==> src/sv/masked_stack_mean_variance_assert.svh <==
// assertion macros for the masked stack mean and variance block
`ifndef MASKED_STACK_MEAN_VARIANCE_ASSERT_SVH
`define MASKED_STACK_MEAN_VARIANCE_ASSERT_SVH
`ifndef SYNTHESIS
`define MMV_ASSERT_IMP(lbl, ante, cons) \
    lbl: assert property (@(posedge i_clk) disable iff (!i_rst_n) (ante) |-> (cons)) \
        else $error("mmv assertion failed");
`define MMV_ASSERT_NXT(lbl, ante, cons) \
    lbl: assert property (@(posedge i_clk) disable iff (!i_rst_n) (ante) |=> (cons)) \
        else $error("mmv assertion failed");
`else
`define MMV_ASSERT_IMP(lbl, ante, cons)
`define MMV_ASSERT_NXT(lbl, ante, cons)
`endif
`endif

==> src/sv/mmv_pkg.sv <==
// package with widths, stack record and back end states
`default_nettype none
package mmv_pkg;
    localparam int MAX_FRAMES  = 64;
    localparam int SAMPLE_BITS = 16;
    localparam int FRAC_BITS   = 8;

    localparam int VALUE_W = 16;
    localparam int MEAN_W  = 24;
    localparam int VAR_W   = 40;
    localparam int USED_W  = 7;

    localparam int CNT_W  = $clog2(MAX_FRAMES + 1);
    localparam int LOG_F  = $clog2(MAX_FRAMES);
    localparam int SUM_W  = SAMPLE_BITS + LOG_F;
    localparam int SQ_W   = 2 * SAMPLE_BITS + LOG_F;
    localparam int NUM_W  = CNT_W + SQ_W;
    localparam int DVD_W  = NUM_W + FRAC_BITS;
    localparam int DSR_W  = 2 * CNT_W;
    localparam int STEP_W = $clog2(DVD_W);

    localparam int Q_DEPTH = 2;
    localparam int QPTR_W  = (Q_DEPTH > 1) ? $clog2(Q_DEPTH) : 1;
    localparam int QCNT_W  = $clog2(Q_DEPTH + 1);

    typedef struct packed {
        logic [SUM_W-1:0] sum;
        logic [SQ_W-1:0]  sq;
        logic [CNT_W-1:0] cnt;
    } t_stack;

    typedef enum logic [2:0] {
        B_IDLE,
        B_MUL,
        B_SUB,
        B_DIV,
        B_OUT
    } t_bstate;
endpackage
`default_nettype wire

==> src/sv/mmv_fifo.sv <==
// short queue of finished stack totals between front and back
`default_nettype none
module mmv_fifo (
    input  wire logic           i_clk,
    input  wire logic           i_rst_n,
    input  wire logic           i_push,
    input  wire mmv_pkg::t_stack i_data,
    input  wire logic           i_pop,
    output mmv_pkg::t_stack     o_data,
    output logic                o_full,
    output logic                o_empty
);
    import mmv_pkg::*;

    t_stack              r_mem [Q_DEPTH];
    logic [QPTR_W-1:0]   r_wr, r_rd;
    logic [QCNT_W-1:0]   r_cnt;

    assign o_full  = (r_cnt == QCNT_W'(Q_DEPTH));
    assign o_empty = (r_cnt == '0);
    assign o_data  = r_mem[r_rd];

    always_ff @(posedge i_clk) begin
        if (i_push) begin
            r_mem[r_wr] <= i_data;
        end
    end

    always_ff @(posedge i_clk) begin
        if (!i_rst_n) begin
            r_wr  <= '0;
            r_rd  <= '0;
            r_cnt <= '0;
        end else begin
            if (i_push) begin
                r_wr <= (r_wr == QPTR_W'(Q_DEPTH - 1)) ? '0 : r_wr + 1'b1;
            end
            if (i_pop) begin
                r_rd <= (r_rd == QPTR_W'(Q_DEPTH - 1)) ? '0 : r_rd + 1'b1;
            end
            case ({i_push, i_pop})
                2'b10:   r_cnt <= r_cnt + 1'b1;
                2'b01:   r_cnt <= r_cnt - 1'b1;
                default: r_cnt <= r_cnt;
            endcase
        end
    end
endmodule
`default_nettype wire

==> src/sv/mmv_front.sv <==
// front end: takes sample words and accumulates sum, sum of squares and count
`default_nettype none
module mmv_front (
    input  wire logic                        i_clk,
    input  wire logic                        i_rst_n,
    input  wire logic                        i_valid,
    output logic                             o_ready,
    input  wire logic [mmv_pkg::VALUE_W-1:0] i_sample_value,
    input  wire logic                        i_sample_valid,
    input  wire logic                        i_last_frame,
    input  wire logic                        i_q_full,
    output logic                             o_push,
    output mmv_pkg::t_stack                  o_stack
);
    import mmv_pkg::*;

    logic [SUM_W-1:0]         r_sum, n_sum;
    logic [SQ_W-1:0]          r_sq, n_sq;
    logic [CNT_W-1:0]         r_cnt, n_cnt;
    logic [SAMPLE_BITS-1:0]   w_val;
    logic [2*SAMPLE_BITS-1:0] w_sqv;
    logic                     w_use;
    logic                     w_acc;

    assign o_ready = !i_q_full;
    assign w_acc   = i_valid && o_ready;
    assign w_val   = i_sample_value[SAMPLE_BITS-1:0];
    assign w_sqv   = w_val * w_val;
    assign w_use   = i_sample_valid && (r_cnt < CNT_W'(MAX_FRAMES));

    always_comb begin
        n_sum = r_sum;
        n_sq  = r_sq;
        n_cnt = r_cnt;
        if (w_use) begin
            n_sum = r_sum + SUM_W'(w_val);
            n_sq  = r_sq + SQ_W'(w_sqv);
            n_cnt = r_cnt + 1'b1;
        end
    end

    assign o_push      = w_acc && i_last_frame;
    assign o_stack.sum = n_sum;
    assign o_stack.sq  = n_sq;
    assign o_stack.cnt = n_cnt;

    always_ff @(posedge i_clk) begin
        if (!i_rst_n) begin
            r_sum <= '0;
            r_sq  <= '0;
            r_cnt <= '0;
        end else if (w_acc) begin
            if (i_last_frame) begin
                r_sum <= '0;
                r_sq  <= '0;
                r_cnt <= '0;
            end else begin
                r_sum <= n_sum;
                r_sq  <= n_sq;
                r_cnt <= n_cnt;
            end
        end
    end
endmodule
`default_nettype wire

==> src/sv/mmv_back.sv <==
// back end: products, bit-serial divisions and the result register
`default_nettype none
module mmv_back (
    input  wire logic                       i_clk,
    input  wire logic                       i_rst_n,
    input  wire logic                       i_q_empty,
    input  wire mmv_pkg::t_stack            i_stack,
    output logic                            o_pop,
    output logic                            o_valid,
    input  wire logic                       i_ready,
    output logic [mmv_pkg::MEAN_W-1:0]      o_mean_scaled,
    output logic [mmv_pkg::VAR_W-1:0]       o_variance_scaled,
    output logic [mmv_pkg::USED_W-1:0]      o_used_count
);
    import mmv_pkg::*;

    t_bstate            r_state, n_state;
    logic [CNT_W-1:0]   r_n;
    logic [SUM_W-1:0]   r_sum;
    logic [SQ_W-1:0]    r_sq;
    logic [NUM_W-1:0]   r_p1, r_p2;
    logic [CNT_W-1:0]   r_d_m;
    logic [DSR_W-1:0]   r_d_v;
    logic [DVD_W-1:0]   r_dvd_m, r_dvd_v;
    logic [CNT_W-1:0]   r_rem_m;
    logic [DSR_W-1:0]   r_rem_v;
    logic [STEP_W-1:0]  r_step;
    logic               r_out_valid;
    logic [MEAN_W-1:0]  r_mean;
    logic [VAR_W-1:0]   r_var;
    logic [USED_W-1:0]  r_used;

    logic [NUM_W-1:0]   w_p1, w_p2, w_num;
    logic [DSR_W-1:0]   w_dv;
    logic [CNT_W:0]     w_rsh_m, w_rnx_m;
    logic [DSR_W:0]     w_rsh_v, w_rnx_v;
    logic               w_ge_m, w_ge_v;
    logic               w_out_free;
    logic               w_load;

    assign w_p1  = r_n * r_sq;
    assign w_p2  = r_sum * r_sum;
    assign w_dv  = r_n * (r_n - 1'b1);
    assign w_num = r_p1 - r_p2;

    assign w_rsh_m = {r_rem_m, r_dvd_m[DVD_W-1]};
    assign w_ge_m  = (w_rsh_m >= {1'b0, r_d_m});
    assign w_rnx_m = w_ge_m ? (w_rsh_m - {1'b0, r_d_m}) : w_rsh_m;
    assign w_rsh_v = {r_rem_v, r_dvd_v[DVD_W-1]};
    assign w_ge_v  = (w_rsh_v >= {1'b0, r_d_v});
    assign w_rnx_v = w_ge_v ? (w_rsh_v - {1'b0, r_d_v}) : w_rsh_v;

    assign w_out_free = !r_out_valid || i_ready;

    always_comb begin
        n_state = r_state;
        case (r_state)
            B_IDLE:  if (!i_q_empty) n_state = B_MUL;
            B_MUL:   n_state = B_SUB;
            B_SUB:   n_state = B_DIV;
            B_DIV:   if (r_step == '0) n_state = B_OUT;
            B_OUT:   if (w_out_free) n_state = B_IDLE;
            default: n_state = B_IDLE;
        endcase
    end

    always_comb begin
        o_pop  = 1'b0;
        w_load = 1'b0;
        case (r_state)
            B_IDLE:  o_pop = !i_q_empty;
            B_OUT:   w_load = w_out_free;
            default: begin
                o_pop  = 1'b0;
                w_load = 1'b0;
            end
        endcase
    end

    always_ff @(posedge i_clk) begin
        if (!i_rst_n) begin
            r_state     <= B_IDLE;
            r_out_valid <= 1'b0;
        end else begin
            r_state <= n_state;
            if (w_load) begin
                r_out_valid <= 1'b1;
            end else if (i_ready) begin
                r_out_valid <= 1'b0;
            end
        end
    end

    always_ff @(posedge i_clk) begin
        case (r_state)
            B_IDLE: begin
                if (o_pop) begin
                    r_n   <= i_stack.cnt;
                    r_sum <= i_stack.sum;
                    r_sq  <= i_stack.sq;
                end
            end
            B_MUL: begin
                r_p1  <= w_p1;
                r_p2  <= w_p2;
                r_d_v <= w_dv;
                r_d_m <= r_n;
            end
            B_SUB: begin
                r_dvd_v <= DVD_W'(w_num) << FRAC_BITS;
                r_dvd_m <= DVD_W'(r_sum) << FRAC_BITS;
                r_rem_m <= '0;
                r_rem_v <= '0;
                r_step  <= STEP_W'(DVD_W - 1);
            end
            B_DIV: begin
                r_rem_m <= w_rnx_m[CNT_W-1:0];
                r_rem_v <= w_rnx_v[DSR_W-1:0];
                r_dvd_m <= {r_dvd_m[DVD_W-2:0], w_ge_m};
                r_dvd_v <= {r_dvd_v[DVD_W-2:0], w_ge_v};
                r_step  <= r_step - 1'b1;
            end
            B_OUT: begin
                if (w_load) begin
                    r_mean <= (r_n == '0) ? '0 : MEAN_W'(r_dvd_m);
                    r_var  <= (r_n < CNT_W'(2)) ? '0 : VAR_W'(r_dvd_v);
                    r_used <= USED_W'(r_n);
                end
            end
            default: begin
                r_step <= r_step;
            end
        endcase
    end

    assign o_valid           = r_out_valid;
    assign o_mean_scaled     = r_mean;
    assign o_variance_scaled = r_var;
    assign o_used_count      = r_used;
endmodule
`default_nettype wire

==> src/sv/masked_stack_mean_variance.sv <==
// masked stack mean and variance: top level
// usage:
//   input channel i_valid/o_ready carries one sample word per frame of a pixel
//   stack: the value, a mask bit (i_sample_valid) and an end-of-stack mark.
//   output channel o_valid/i_ready carries one result word per stack: mean and
//   unbiased variance scaled by 2^8 and truncated, plus the count used.
//   the front takes one sample word every cycle while the stack queue has room
//   the back handles one stack at a time (multiply, subtract, then a 53-step
//   shared-counter restoring division for mean and variance side by side)
//   o_valid rises after that stack goes through the queue and B_IDLE to B_OUT
//   stacks no shorter than the back end's pass therefore stream at one word per cycle;
//   shorter stacks are paced by the back end through the two-entry queue
//   when the receiver stalls the result stays in its register, the back waits,
//   the queue fills and then o_ready drops
//   reset (synchronous, i_rst_n low) clears the accumulators, the queue and
//   the output valid; no clearing pass is needed
`default_nettype none
`include "masked_stack_mean_variance_assert.svh"
module masked_stack_mean_variance (
    input  wire logic                        i_clk,
    input  wire logic                        i_rst_n,
    input  wire logic                        i_valid,
    output logic                             o_ready,
    input  wire logic [mmv_pkg::VALUE_W-1:0] i_sample_value,
    input  wire logic                        i_sample_valid,
    input  wire logic                        i_last_frame,
    output logic                             o_valid,
    input  wire logic                        i_ready,
    output logic [mmv_pkg::MEAN_W-1:0]       o_mean_scaled,
    output logic [mmv_pkg::VAR_W-1:0]        o_variance_scaled,
    output logic [mmv_pkg::USED_W-1:0]       o_used_count
);
    import mmv_pkg::*;

    logic   w_push, w_pop, w_q_full, w_q_empty;
    t_stack w_push_data, w_pop_data;

    mmv_front u_front (
        .i_clk          (i_clk),
        .i_rst_n        (i_rst_n),
        .i_valid        (i_valid),
        .o_ready        (o_ready),
        .i_sample_value (i_sample_value),
        .i_sample_valid (i_sample_valid),
        .i_last_frame   (i_last_frame),
        .i_q_full       (w_q_full),
        .o_push         (w_push),
        .o_stack        (w_push_data)
    );

    mmv_fifo u_fifo (
        .i_clk   (i_clk),
        .i_rst_n (i_rst_n),
        .i_push  (w_push),
        .i_data  (w_push_data),
        .i_pop   (w_pop),
        .o_data  (w_pop_data),
        .o_full  (w_q_full),
        .o_empty (w_q_empty)
    );

    mmv_back u_back (
        .i_clk             (i_clk),
        .i_rst_n           (i_rst_n),
        .i_q_empty         (w_q_empty),
        .i_stack           (w_pop_data),
        .o_pop             (w_pop),
        .o_valid           (o_valid),
        .i_ready           (i_ready),
        .o_mean_scaled     (o_mean_scaled),
        .o_variance_scaled (o_variance_scaled),
        .o_used_count      (o_used_count)
    );

    `MMV_ASSERT_IMP(a_no_push_full, w_push, !w_q_full)
    `MMV_ASSERT_NXT(a_pop_spacing, w_pop, !w_pop)
    `MMV_ASSERT_IMP(a_count_max, o_valid, o_used_count <= USED_W'(MAX_FRAMES))
    `MMV_ASSERT_IMP(a_var_small_n, o_valid && (o_used_count < USED_W'(2)), o_variance_scaled == '0)
endmodule
`default_nettype wire

==> config.mk <==
export PLATFORM = sky130hd
export DESIGN_NAME = masked_stack_mean_variance
export DESIGN_NICKNAME = d
export VERILOG_FILES = /design/src/sv/mmv_pkg.sv /design/src/sv/mmv_fifo.sv /design/src/sv/mmv_front.sv /design/src/sv/mmv_back.sv /design/src/sv/masked_stack_mean_variance.sv
export VERILOG_INCLUDE_DIRS = /design/src /design/src/sv
export SDC_FILE = /design/constraint.sdc
export NUM_CORES = 2
export LEC_CHECK = 0
export BUFFER_PORTS_ARGS = -buffer_cell sky130_fd_sc_hd__buf_2
export CORE_MARGIN = 5
export CORE_UTILIZATION = 50
export DETAILED_ROUTE_END_ITERATION = 10
export GPL_ROUTABILITY_DRIVEN = 0
export PLACE_DENSITY_LB_ADDON = 0.08
export SKIP_CTS_REPAIR_TIMING = 1
export SKIP_LAST_GASP = 1
export SYNTH_ARGS = -nofsm -noshare
export SYNTH_HDL_FRONTEND = slang
export SYNTH_HIERARCHICAL = 1
export SYNTH_SLANG_ARGS = --single-unit
==> constraint.sdc <==
create_clock -name i_clk -period 12.7 [get_ports i_clk]
set_input_delay 0.635 -clock i_clk [delete_from_list [all_inputs] [get_ports i_clk]]
set_output_delay 0.635 -clock i_clk [all_outputs]
set_load 0.05 [all_outputs]
==> results.py <==
metrics = {
    "run_status": {
        "run_status": "completed",
    },
    "drt": {
        "ant_nets": 0,
        "routedWlPerCell_um": 17.8,
        "vias": 38400,
        "vias_per_cell": 5.25,
        "firstDrtPassIters": 6,
        "drt_iter0_markers": 2199,
        "wl_mm": 130,
        "drc": 0,
    },
    "cells_and_area": {
        "layout_commonest_cell": "inv_1",
        "most-common-layout-cells": "inv_1 (1,158), fa_1 (751), nand2_1 (670), edfxtp_1 (513), ha_1 (467)",
        "syn_to_final_growth_pct": 7.23,
        "nets": 6988,
        "fillers": 10400,
        "final_util_pct": 54.2,
        "drive_above_1_share_pct": 6.40,
    },
    "timing": {
        "fin_crit_ps": 7810,
        "clock.fmax_ghz": 0.128,
        "rsz0062_at_grt": "no",
        "setup_viol": 0,
        "maxSlewHeadroom_pct": 22.0,
        "fin_crit_sh_pct": 61.5,
        "hold_viol_final": 0,
        "hold-worst-slack_ps": 380,
        "finalMaxSlewViolations": 0,
        "finClkSkew_ps": 24.9,
        "tightest_slew_ps": 1170,
        "tns_ps": 0,
    },
    "synthesis": {
        "synthCells": 5735,
        "synth_edf_count": 513,
        "synth-seq-cells": 589,
        "syn_area_mm2": 0.0579,
        "yosys-top-cells-area": "edfxtp_1 (27%), fa_1 (26%), ha_1 (10%)",
        "synth_area_leader_cell": "edfxtp_1",
        "synth_warnings": 6,
        "ys_seq_area_share_pct": 29.2,
        "syn_nets": 6975,
        "synth_cell_types": 97,
        "netlist.area_leader.share_pct": 26.6,
        "avgSynthCellArea_um2": 10.1,
        "synth_ff_type": "edfxtp_1",
        "async_flop_share_pct": 0,
    },
    "place": {
        "place_hpwl_mm": 103,
        "port_buffers": 94,
    },
    "clock_tree": {
        "clock-sinks": 589,
        "clockBufferDepth": 3,
        "tritoncts": "done",
        "clock_latency_ps": 630,
        "clockRootBuffer": "clkbuf_16",
        "clk_pin_slew_ps": 60,
        "cts_buffers": 68,
        "cts_max_level": 3,
    },
    "worst_setup_path": {
        "critPathKind": "register to register",
        "worstPathMaxFanout": 23,
        "crit_arrival_ps": 8180,
        "end_kind": "register",
        "required_ps": 13070,
        "r2r-start": "u_back/r_sum[6]",
        "worstSetupStartpoint": "u_back/r_sum[6]",
        "start_kind": "register",
    },
    "global_routing": {
        "grt_max_degree": 94,
        "overflow": 0,
        "grt_pass1_vias": 40300,
        "grt_usage_pct": 21.8,
        "antenna_found_initial": 5,
        "grt_pass1_wl_mm": 214,
    },
    "flow_run": {
        "maxCapViolCount": 0,
    },
    "die": {
        "die_x_um": 350,
        "num_rows": 124,
        "ios": 95,
        "die_h_um": 350,
        "start_util_pct": 50.5,
        "core_area_mm2": 0.115,
        "die-area_mm2": 0.123,
    },
    "min_path": {
        "hold_class": "primary input to register",
        "hp-start": "i_ready",
    },
}
## Yosys cell counts, drive strengths merged (67+ instances only)
cell type / number
dfxtp: 76
fa: 751
and3: 67
xnor2: 148
o21ai: 186
xor2: 77
nand2: 673
a21oi: 216
ha: 467
inv: 1158
nor2b: 69
nor2: 235
and2: 255
clkbuf: 174
a21o: 100
mux2: 70
edfxtp: 513
## cell type report
type | count | area (µm²) | area share, %
inverters | 1159 | 4350 | 7.01
diodes | 2 | 5.00 | 0.00806
repair buffers | 138 | 801 | 1.29
multi-input cells | 3792 | 35900 | 57.8
well taps | 1512 | 1890 | 3.05
clock buffers | 83 | 1770 | 2.85
flip-flops and latches | 589 | 16900 | 27.3
clock inverters | 40 | 432 | 0.695
## logic make-up (layout without fill, tap and decap cells)
family / after synthesis / count (layout) / synth area share (%)
AND/OR/NAND/NOR: 1510 / 1510 / 12.4
buffers and inverters: 1354 / 1420 / 8.84
adder cells (fa/ha/maj): 1219 / 1219 / 36.1
AO/OA/AOI/OAI: 755 / 755 / 8.50
flip-flops: 589 / 589 / 29.2
XOR/XNOR: 225 / 225 / 3.40
multiplexers: 83 / 83 / 1.59
other: 0 / 2 / 0
## layer usage
metal	part of all wire, %	track usage (%)
met5	0.013	0
met4	2.5	5.20
met3	4.3	3.07
met2	47	36.3
met1	46	30.5
## worst paths after layout
kind	slack, ps	endpoint	depth (start not counted)
worst max-delay path	4890	u_back/r_p2[42]	24
worst min-delay path	380	u_back/o_valid	3
worst max register to register	4890	u_back/r_p2[42]	24
worst min register to register	470	u_front/r_sq[29]	2
## state kept, by name, indices dropped and copies added (netlist names), 13 cells and up, named ones only
name                      count
u_back/r_dvd_m               53
u_front/r_sum                22
u_back/r_dvd_v               53
u_back/r_d_v                 13
u_back/o_variance_scaled     40
u_fifo/r_mem                134
u_front/r_sq                 38
u_back/r_sq                  38
u_back/r_sum                 22
u_back/r_p1                  45
u_back/o_mean_scaled         24
u_back/r_p2                  43
u_back/r_rem_v               14
## critical path, cell delays in order, from the launching register on
cell      delay [ps]
edfxtp_1        1020
nand2_1          220
fa_1             570
inv_1             60
fa_1             500
inv_1             60
fa_1             540
inv_1             60
fa_1             460
ha_1             330
fa_1             540
inv_1             60
fa_1             540
inv_1             40
ha_1             360
a211oi_1         270
nand2_1          130
or3_1            320
a21oi_1          200
nor3_1           100
nor3_2           380
or3_1            220
a21boi_1         110
a221oi_1         320
xnor2_1          120
## stage by stage
step	area [µm²]	worst slack, ps	cells
5_1_grt	62100	4400	7313
3_3_place_gp	59900	5090	7190
3_5_place_dp	59900	4930	7190
4_1_cts	62100	4890	7313
2_1_floorplan	57900	3320	5735
6_report	62100	4890	7315
Power is left out: the tool's default activity adds up to more than one toggle a clock period on the data nets, which glitch-free logic cannot reach.
